===== src/hw/rtl/y2r_pkg.sv =====
// Shared widths, coefficients, types and the round/clamp helper of the YUY2 to RGB24 converter.
package y2r_pkg;

	// Product and sum widths (signed)
	localparam int ProdW = 18;
	localparam int SumW  = 20;
	localparam int PixW  = 8;

	// BT.601 studio-range coefficients
	localparam logic signed [ProdW-1:0] KLuma    = 18'sd298;
	localparam logic signed [ProdW-1:0] KRedV    = 18'sd409;
	localparam logic signed [ProdW-1:0] KGreenU  = 18'sd100;
	localparam logic signed [ProdW-1:0] KGreenV  = 18'sd208;
	localparam logic signed [ProdW-1:0] KBlueU   = 18'sd516;
	localparam logic signed [SumW-1:0]  KRound   = 20'sd128;
	localparam logic signed [9:0]       KLumaOff = 10'sd16;
	localparam logic [PixW-1:0]         PixMax   = 8'd255;

	// Chroma contributions shared by both pixels of a macropixel
	typedef struct packed {
		logic signed [ProdW-1:0] blue;
		logic signed [ProdW-1:0] green;
		logic signed [ProdW-1:0] red;
	} chroma_t;

	// One RGB pixel
	typedef struct packed {
		logic [PixW-1:0] blue;
		logic [PixW-1:0] green;
		logic [PixW-1:0] red;
	} pix_t;

	// Floor-shift by 8 and clamp to 0..255
	function automatic logic [PixW-1:0] round_clamp(input logic signed [SumW-1:0] sum);
		logic [PixW-1:0] res;
		if (sum[SumW-1]) begin
			res = '0;
		end else if (|sum[SumW-2:PixW+8]) begin
			res = PixMax;
		end else begin
			res = sum[PixW+7:8];
		end
		return res;
	endfunction

endpackage


===== src/hw/rtl/y2r_chroma.sv =====
// Shared chroma stage: weighted U and V terms for all three channels, registered.
module y2r_chroma import y2r_pkg::*; (
	input  logic           clk,
	input  logic           en,
	input  logic [7:0]     chroma_blue,
	input  logic [7:0]     chroma_red,
	output chroma_t        chroma_s1
);

	logic signed [7:0]       d_val;
	logic signed [7:0]       e_val;
	logic signed [ProdW-1:0] d_ext;
	logic signed [ProdW-1:0] e_ext;
	chroma_t                 chroma_d;

	// Offset by 128 is a flip of the top bit
	assign d_val = $signed({~chroma_blue[7], chroma_blue[6:0]});
	assign e_val = $signed({~chroma_red[7], chroma_red[6:0]});
	assign d_ext = ProdW'(d_val);
	assign e_ext = ProdW'(e_val);

	// Constant weights reduce to shift-add trees
	always_comb begin
		chroma_d.blue  = d_ext * KBlueU;
		chroma_d.green = -(d_ext * KGreenU) - (e_ext * KGreenV);
		chroma_d.red   = e_ext * KRedV;
	end

	always_ff @(posedge clk) begin
		if (en) begin
			chroma_s1 <= chroma_d;
		end
	end

endmodule


===== src/hw/rtl/y2r_lane.sv =====
// One pixel lane: registered luma product, then sum with shared chroma, round and clamp.
module y2r_lane import y2r_pkg::*; (
	input  logic           clk,
	input  logic           en,
	input  logic [7:0]     luma,
	input  chroma_t        chroma_s1,
	output pix_t           pix
);

	logic signed [9:0]       c_val;
	logic signed [ProdW-1:0] luma_s1;
	logic signed [SumW-1:0]  luma_w;

	assign c_val = $signed({2'b00, luma}) - KLumaOff;

	// Luma weight
	always_ff @(posedge clk) begin
		if (en) begin
			luma_s1 <= ProdW'(c_val) * KLuma;
		end
	end

	// Sum, round and clamp per channel
	assign luma_w = SumW'(luma_s1);
	always_comb begin
		pix.blue  = round_clamp(luma_w + SumW'(chroma_s1.blue) + KRound);
		pix.green = round_clamp(luma_w + SumW'(chroma_s1.green) + KRound);
		pix.red   = round_clamp(luma_w + SumW'(chroma_s1.red) + KRound);
	end

endmodule


===== src/hw/rtl/y2r_merge.sv =====
// Merging stage: joins both lanes and the frame flag into the output register.
module y2r_merge import y2r_pkg::*; (
	input  logic           clk,
	input  logic           arst_n,
	input  logic           valid_s1,
	input  pix_t           pix_first,
	input  pix_t           pix_second,
	input  logic           frame_end_s1,
	input  logic           out_stall,
	output logic           load,
	output logic           out_valid,
	output logic [7:0]     blue_first,
	output logic [7:0]     green_first,
	output logic [7:0]     red_first,
	output logic [7:0]     blue_second,
	output logic [7:0]     green_second,
	output logic [7:0]     red_second,
	output logic           frame_end_out
);

	logic valid_s2;
	pix_t first_s2;
	pix_t second_s2;
	logic frame_end_s2;

	// Register takes new data when empty or when its transfer completes
	assign load = !valid_s2 || !out_stall;

	always_ff @(posedge clk or negedge arst_n) begin
		if (!arst_n) begin
			valid_s2 <= 1'b0;
		end else if (load) begin
			valid_s2 <= valid_s1;
		end
	end

	always_ff @(posedge clk) begin
		if (load) begin
			first_s2     <= pix_first;
			second_s2    <= pix_second;
			frame_end_s2 <= frame_end_s1;
		end
	end

	assign out_valid     = valid_s2;
	assign blue_first    = first_s2.blue;
	assign green_first   = first_s2.green;
	assign red_first     = first_s2.red;
	assign blue_second   = second_s2.blue;
	assign green_second  = second_s2.green;
	assign red_second    = second_s2.red;
	assign frame_end_out = frame_end_s2;

endmodule


===== src/hw/rtl/yuy2_to_rgb24_converter.sv =====
// YUY2 to RGB24 converter top level: two luma lanes, shared chroma, output register.
// Converts one YUY2 macropixel (Y0, U, Y1, V) per clock while in_stall is low into two
// BT.601 studio-range RGB pixels that share the chroma. There are two register stages:
// an input transfer is registered in stage 1 and then moves into stage 2, which drives
// out_valid. Stage 1 holds the weighted luma and chroma products, stage 2 is the output
// register fed by the per-lane sum, round and clamp. Throughput is one macropixel per
// cycle; in_stall rises only when both stages are full and the output is stalled.
// frame_end_in travels alongside the data unchanged.
module yuy2_to_rgb24_converter import y2r_pkg::*; (
	input  logic       clk,
	input  logic       arst_n,
	input  logic       in_valid,
	output logic       in_stall,
	input  logic [7:0] luma_first,
	input  logic [7:0] chroma_blue,
	input  logic [7:0] luma_second,
	input  logic [7:0] chroma_red,
	input  logic       frame_end_in,
	output logic       out_valid,
	input  logic       out_stall,
	output logic [7:0] blue_first,
	output logic [7:0] green_first,
	output logic [7:0] red_first,
	output logic [7:0] blue_second,
	output logic [7:0] green_second,
	output logic [7:0] red_second,
	output logic       frame_end_out
);

	logic    valid_s1;
	logic    frame_end_s1;
	logic    load_s2;
	logic    en_s1;
	chroma_t chroma_s1;
	pix_t    pix_first;
	pix_t    pix_second;

	// Stage 1 advances when empty or when stage 2 takes its content
	assign in_stall = valid_s1 && !load_s2;
	assign en_s1    = !in_stall;

	always_ff @(posedge clk or negedge arst_n) begin
		if (!arst_n) begin
			valid_s1 <= 1'b0;
		end else if (en_s1) begin
			valid_s1 <= in_valid;
		end
	end

	always_ff @(posedge clk) begin
		if (en_s1) begin
			frame_end_s1 <= frame_end_in;
		end
	end

	// Shared chroma terms
	y2r_chroma u_chroma (
		.clk         (clk),
		.en          (en_s1),
		.chroma_blue (chroma_blue),
		.chroma_red  (chroma_red),
		.chroma_s1   (chroma_s1)
	);

	// Pixel lanes
	y2r_lane u_lane_first (
		.clk       (clk),
		.en        (en_s1),
		.luma      (luma_first),
		.chroma_s1 (chroma_s1),
		.pix       (pix_first)
	);

	y2r_lane u_lane_second (
		.clk       (clk),
		.en        (en_s1),
		.luma      (luma_second),
		.chroma_s1 (chroma_s1),
		.pix       (pix_second)
	);

	// Merge into output register
	y2r_merge u_merge (
		.clk           (clk),
		.arst_n        (arst_n),
		.valid_s1      (valid_s1),
		.pix_first     (pix_first),
		.pix_second    (pix_second),
		.frame_end_s1  (frame_end_s1),
		.out_stall     (out_stall),
		.load          (load_s2),
		.out_valid     (out_valid),
		.blue_first    (blue_first),
		.green_first   (green_first),
		.red_first     (red_first),
		.blue_second   (blue_second),
		.green_second  (green_second),
		.red_second    (red_second),
		.frame_end_out (frame_end_out)
	);

endmodule


===== config.mk =====
export PLATFORM = sky130hd
export DESIGN_NAME = yuy2_to_rgb24_converter
export DESIGN_NICKNAME = d
export VERILOG_FILES = /design/src/hw/rtl/y2r_pkg.sv /design/src/hw/rtl/y2r_chroma.sv /design/src/hw/rtl/y2r_lane.sv /design/src/hw/rtl/y2r_merge.sv /design/src/hw/rtl/yuy2_to_rgb24_converter.sv
export SDC_FILE = /design/constraint.sdc
export NUM_CORES = 1
export LEC_CHECK = 0
export BUFFER_PORTS_ARGS = -buffer_cell sky130_fd_sc_hd__buf_2
export CAP_MARGIN = 40
export CORE_ASPECT_RATIO = 0.6
export CORE_MARGIN = 5
export CORE_UTILIZATION = 37
export DETAILED_ROUTE_END_ITERATION = 10
export SLEW_MARGIN = 0
export SYNTH_ARGS = -nofsm -noshare
export SYNTH_HDL_FRONTEND = slang
export SYNTH_SLANG_ARGS = --single-unit

===== constraint.sdc =====
create_clock -name clk -period 4.3 [get_ports clk]
set_clock_uncertainty 0.15 [all_clocks]
set_input_delay 0.215 -clock clk [delete_from_list [all_inputs] [get_ports clk]]
set_output_delay 0.215 -clock clk [all_outputs]
set_load 0.01 [all_outputs]

==> After elaboration in Yosys (flattened, before gate mapping) <==
Cells that the tools add are included.
{ "word_totals": {"wordCells": 56, "register_bits": 138} }
{ "op_classes": {"mul": 6, "reduce_logical": 11, "bitwise": 2, "n_addsub": 16, "n_mux": 6} }
{ "ops": {"columns": ["cell", "count"], "rows": [
  ["adder 20 x 9 -> 20 bit, second input constant", 6],
  ["adder 18 x 18 -> 19 bit", 6],
  ["two-way mux 8 bit", 6],
  ["multiplier 9 x 9 -> 17 bit, second input constant", 2],
  ["multiplier 8 x 10 -> 18 bit, second input constant", 1],
  ["negation 18 bit", 1],
  ["OR reduction 3 bit", 6],
  ["subtractor 18 bit", 1],
  ["subtractor 8 x 5 -> 9 bit, second input constant", 2],
  ["multiplier 8 x 9 -> 16 bit, second input constant", 1],
  ["multiplier 8 x 6 -> 14 bit, second input constant", 1],
  ["multiplier 8 x 5 -> 13 bit, second input constant", 1],
  ["logical NOT 1 bit", 3],
  ["inverter 1 bit", 2],
  ["logical AND 1 bit", 1],
  ["logical OR 1 bit", 1]
]} }

==> Depth between registers and ports, before layout <==
{ "logic_depth": {"ltp_word": 4, "depth_mapped": 23, "depth_no_buf": 23} }

==> By module <==
A second synthesis with hierarchy kept.
{ "unflattened": {"cells_unflattened": 1571, "hier_area_um2": 16042.9} }
{ "by_module_without_submodules": {"columns": ["module", "n_inst", "cells_per_inst", "seq_area_each_um2", "area_each_um2"], "rows": [
  ["y2r_chroma", 1, 538, 1471.4, 5661.7],
  ["y2r_lane at u_lane_second", 1, 510, 510.5, 4469.3],
  ["y2r_lane at u_lane_first", 1, 465, 510.5, 4316.6],
  ["y2r_merge", 1, 52, 1496.4, 1507.7],
  ["yuy2_to_rgb24_converter", 1, 6, 55.1, 87.6]
]} }

==> Worst setup path before layout <==
OpenSTA, ideal clock, no wires.
{ "synth_timing": {"path_type": "input-to-reg", "startpoint": "input luma_second[4]", "endpoint": "register u_lane_second.luma_s1[17] (data pin)", "arrival_time_ps": 4831, "path_stages": 19, "t_required_ps": 3848, "setup_time_ps": 302, "setup_slack_ps": -983, "path_cell_list": "inv_1 -> ha_1 -> nor3b_1 -> ha_1 -> ha_1 -> inv_1 -> fa_1 -> fa_1 -> inv_1 -> ha_1 -> inv_1 -> o21ai_1 -> a21oi_1 -> o21ai_1 -> a21oi_1 -> nor2b_1 -> o21a_1 -> o41a_1 -> xor2_1"} }
{ "synth_between": {"elab_chain_len": 2} }
{ "synth_lines": {"columns": ["element", "line", "text"], "rows": [
  ["start, declared", "yuy2_to_rgb24_converter.sv:16", "input logic [7:0] luma_second,"],
  ["subtractor 8 x 5 -> 9 bit", "y2r_lane.sv:14", "assign c_val = $signed({2'b00, luma}) - KLumaOff;"],
  ["multiplier 9 x 9 -> 17 bit", "y2r_lane.sv:19", "luma_s1 <= ProdW'(c_val) * KLuma;"],
  ["end signal, assigned", "y2r_lane.sv:19", null],
  ["end, declared", "y2r_lane.sv:11", "logic signed [ProdW-1:0] luma_s1;"]
]} }
No other way between the ends.
A chain may end at the register's enable or synchronous reset.

==> Final worst setup path <==
{ "layout_timing": {"startpoint": "register u_lane_first.luma_s1[3]", "endpoint": "register u_merge.first_s2 (netlist bit u_merge.blue_first[4]) (data pin)"} }
{ "layout_between": {"elab_chain_len": 4} }
{ "layout_lines": {"columns": ["element", "line", "text"], "rows": [
  ["start, declared", "y2r_lane.sv:11", null],
  ["start signal, assigned", "y2r_lane.sv:19", null],
  ["adder 18 x 18 -> 19 bit (*)", "y2r_lane.sv:26", "pix.blue = round_clamp(luma_w + SumW'(chroma_s1.blue) + KRound);"],
  ["adder 20 x 9 -> 20 bit (*)", "y2r_lane.sv:26", null],
  ["OR reduction 3 bit", "y2r_pkg.sv:38", "end else if (|sum[SumW-2:PixW+8]) begin"],
  ["two-way mux 8 bit", "y2r_pkg.sv:38", null],
  ["end signal, assigned", "y2r_merge.sv:39", "first_s2 <= pix_first;"],
  ["end, declared", "y2r_merge.sv:22", "pix_t first_s2;"]
]} }
Every way passes the cells marked *; elsewhere a longest branch is shown, timed or not.

==> reports/qor.txt <==
Avg Inst Size Synth -> 9.773 um^2
Leak Pwr -> 8.833 nW
Root Driver -> clkbuf_16
Netlist Area Pre-Place -> 15820 um^2
Top Ports -> 88
DR vias/cell -> 5.106
vias in the first global route -> 12087
Reg2Reg Depth -> 14
Reg area -> 4014 um^2
drt wl/cell -> 16.52 um
port buffer count -> 87
Worst path slowest cell -> or4b_4
minimum clock period -> 4.114 ns
Worst EP required -> 4.46 ns
Die ar. -> 47130 um^2
CP Capture Type -> flop
Skew-Pair Late Insertion Delay -> 0.45 ns
Arr. time, crit path -> 4.28 ns
syn_nets -> 2028
placed cell areas -> 18060 um^2
Total Power -> 16.26 mW
CTS Sinks -> 134
share of cells above drive strength 1 -> 17.18%
Placeable Area -> 42090 um^2
Worst setup SP type -> flop
CTS tree -> done
Hold Vio Cnt, Final -> 0
slew margin rel. -> 53.74%
multi-input logic area -> 11230 um^2
Max Clk Rate -> 243.1 MHz
total CTS buffers -> 17
NumNets Final -> 2270
asr flop ratio synth -> 1.493%
pin slew with the least headroom to its limit -> 0.6939 ns
Routed Antenna Nets -> 0
Worst-path clk slew -> 0.06 ns
# DRC -> 0
CP Max Fanout -> 8
via count -> 12483
CP Class -> flop to flop
area growth from synthesis to layout -> 19.48%
largest net degree at the start of global routing -> 52
Post-Syn Instances -> 1619
number of synthesized flops with an enable pin -> 132
non-filler cells, final -> 2445
Post-Route WL -> 40380 um
maximum vdd drop -> 0.3582 mV
final RePlAce weighted congestion -> 0.8826
first-pass GRT wire length -> 64530 um
period utilization -> 95.67%
Initial DRC Count -> 844
Seq/Total Area, Yosys -> 25.37%
Filler Cells Inserted -> 4027
CP max stage delay -> 0.55 ns
ys flop type -> edfxtp_1
Core Util, Final -> 44.92%
pwr/cell area -> 860.2 nW/um^2
#FFs+latches synth -> 134
Setup-failing EPs final -> 0
WHS Path Cells -> 2
First-pass DRT Iterations -> 5
antenna violations before repair -> 1
Synth cell types -> 87
H-tree depth -> 4
cell area after layout -> 18910 um^2
dpl cells -> 2391
overall routing resource usage -> 17.12%
row count -> 58
Starting Density -> 37.59%
Place WS -> -0.3719 ns
die width -> 277.0 um
status -> finished, final reports clean
worst min path class -> primary input to flop
GRT overflow -> 0
HPWL Detailed -> 34130 um
Synth Warn # -> 0
clock buffer depth -> 2
fin. max-slew vios -> 0
Die Span Y -> 170.2 um
Max Cap Viol -> 0
CP Cell Sequence -> ha_1 -> a31o_1 -> a21oi_2 -> o21ai_1 -> xor2_1 -> ha_2 -> nand2_1 -> nor3_1 -> o21ai_0 -> or4b_4 -> mux2_1 -> mux2_2 -> a31oi_4 -> o21a_1
post-route setup slack -> 0.1863 ns
## stage by stage
step	TNS, ns	hold slack (ns)
2_1_floorplan	-0.01972	-0.2306
3_3_place_gp	-2.002	-0.1491
3_5_place_dp	-2.503	-0.1473
4_1_cts	0	0.03071
5_1_grt	-0.04412	0.04557
6_report	0	0.04994
## worst paths after layout
check / from / end / slack, ns
max reg2reg: u_lane_first.luma_s1[3] / u_merge.blue_first[4] / 0.19
min: luma_second[2] / u_lane_second.luma_s1[3] / 0.05
min reg2reg: frame_end_s1 / u_merge.frame_end_out / 0.27
max: u_lane_first.luma_s1[3] / u_merge.blue_first[4] / 0.19
min in group asynchronous: arst_n / u_merge.out_valid / 0.46
max in group asynchronous: arst_n / valid_s1 / 3.41
## area by class of cell
class | instances | share of cell area, %
multi-input combinational | 1267 | 59.38
sequential | 134 | 21.23
timing repair buffer | 235 | 8.471
inverter | 206 | 4.136
tap | 570 | 3.772
clock buffer | 17 | 2.250
clock inverter | 15 | 0.7412
antenna | 1 | 0.01324
## logic make-up after synthesis
logic type	count (synthesis)	share of synthesized area, %
compound gates	375	16.03
fa+ha+maj	374	31.87
simple gates	329	10.85
buf+inv	218	5.219
xor+xnor	175	9.734
flops	134	25.37
mux	14	0.9331
## repair_timing
action,in CTS,in global routing
hold endpoints to repair,17,0
resized for setup,0,21
buffers inserted,0,4
endpoints found under the setup margin,0,22
hold buffers,17,0
## power breakdown
part,internal [mW],switching [mW]
Sequential,2.35,0.548
Combinational,5.30,6.66
Clock,0.761,0.644
## critical path, delay by kind of cell (launching register included)
kind	cells	cell delay, ns
XOR/XNOR	1	0.27
AND/OR/NAND/NOR	3	0.77
multiplexers	2	0.62
AO/OA/AOI/OAI	6	1.12
adder cells (fa/ha/maj)	2	0.56
flip-flops	1	0.49
## sequential cells by signal, indices dropped and copies added (netlist names)
signal / flops
u_lane_first.luma_s1: 17
valid_s1: 1
u_lane_second.luma_s1: 17
u_chroma.chroma_s1: 48
frame_end_s1: 1
u_merge.green_first: 8
u_merge.out_valid: 1
u_merge.red_second: 8
u_merge.frame_end_out: 1
u_merge.blue_first: 8
u_merge.blue_second: 8
u_merge.red_first: 8
u_merge.green_second: 8
## cells in the final DEF (no fill, tap or decap), drive strengths merged, types with 5 or more instances in the layout
cell type	synthesis	routed
ha	323	323
a221oi	5	5
xnor2	108	108
o21a	35	35
nor2	88	88
nor2b	21	21
a21o	31	31
edfxtp	132	132
mux2	6	6
and2	15	15
or3	9	9
inv	206	213
nand4b	5	5
buf	3	218
nand4	18	18
a31oi	11	11
nor3	29	29
o21ai	61	61
clkbuf	9	17
and3	12	12
a31o	6	6
nand2b	15	15
nand2	61	61
clkinv	0	5
nand3	25	25
o211ai	13	13
a21oi	119	119
o21bai	14	14
a211oi	9	9
fa	49	49
xor2	67	67
mux2i	8	8
a211o	8	8
dlygate4sd3	0	17
a21boi	13	13
nor4	7	7
nor3b	6	6
## cell usage after synthesis, drive strengths merged (4+ instances only)
cell type / count / area [um^2]
a21oi: 119 / 629.4
a221oi: 5 / 43.79
o41a: 4 / 45.04
nor2: 88 / 330.3
a211oi: 9 / 67.56
nor3: 29 / 155.2
nand4: 18 / 112.6
or3: 9 / 56.30
o21a: 35 / 264.0
xor2: 67 / 586.8
ha: 323 / 4041
o21ai: 61 / 305.3
a21boi: 13 / 97.59
clkbuf: 9 / 33.78
inv: 206 / 773.2
o211ai: 13 / 102.6
a31oi: 11 / 83.83
and3: 12 / 75.07
nand2b: 15 / 93.84
xnor2: 108 / 953.4
nand3: 25 / 125.1
nor2b: 21 / 131.4
nor3b: 6 / 45.04
mux2: 6 / 67.56
o31ai: 4 / 35.03
a31o: 6 / 61.31
nand4b: 5 / 58.80
and2: 15 / 93.84
edfxtp: 132 / 3964
fa: 49 / 980.9
o31a: 4 / 35.03
o21bai: 14 / 105.1
a211o: 8 / 70.07
mux2i: 8 / 80.08
nand2: 61 / 229.0
a21o: 31 / 232.7
nor4: 7 / 50.05
## metal layers
metal | share of wire (%) | GRT usage (%)
met1 | 52 | 25.87
met2 | 41 | 25.64
met3 | 5.1 | 3.538
met4 | 1.0 | 2.936
met5 | 0 | 0
Note: power is estimated with default switching activity, not from simulation.
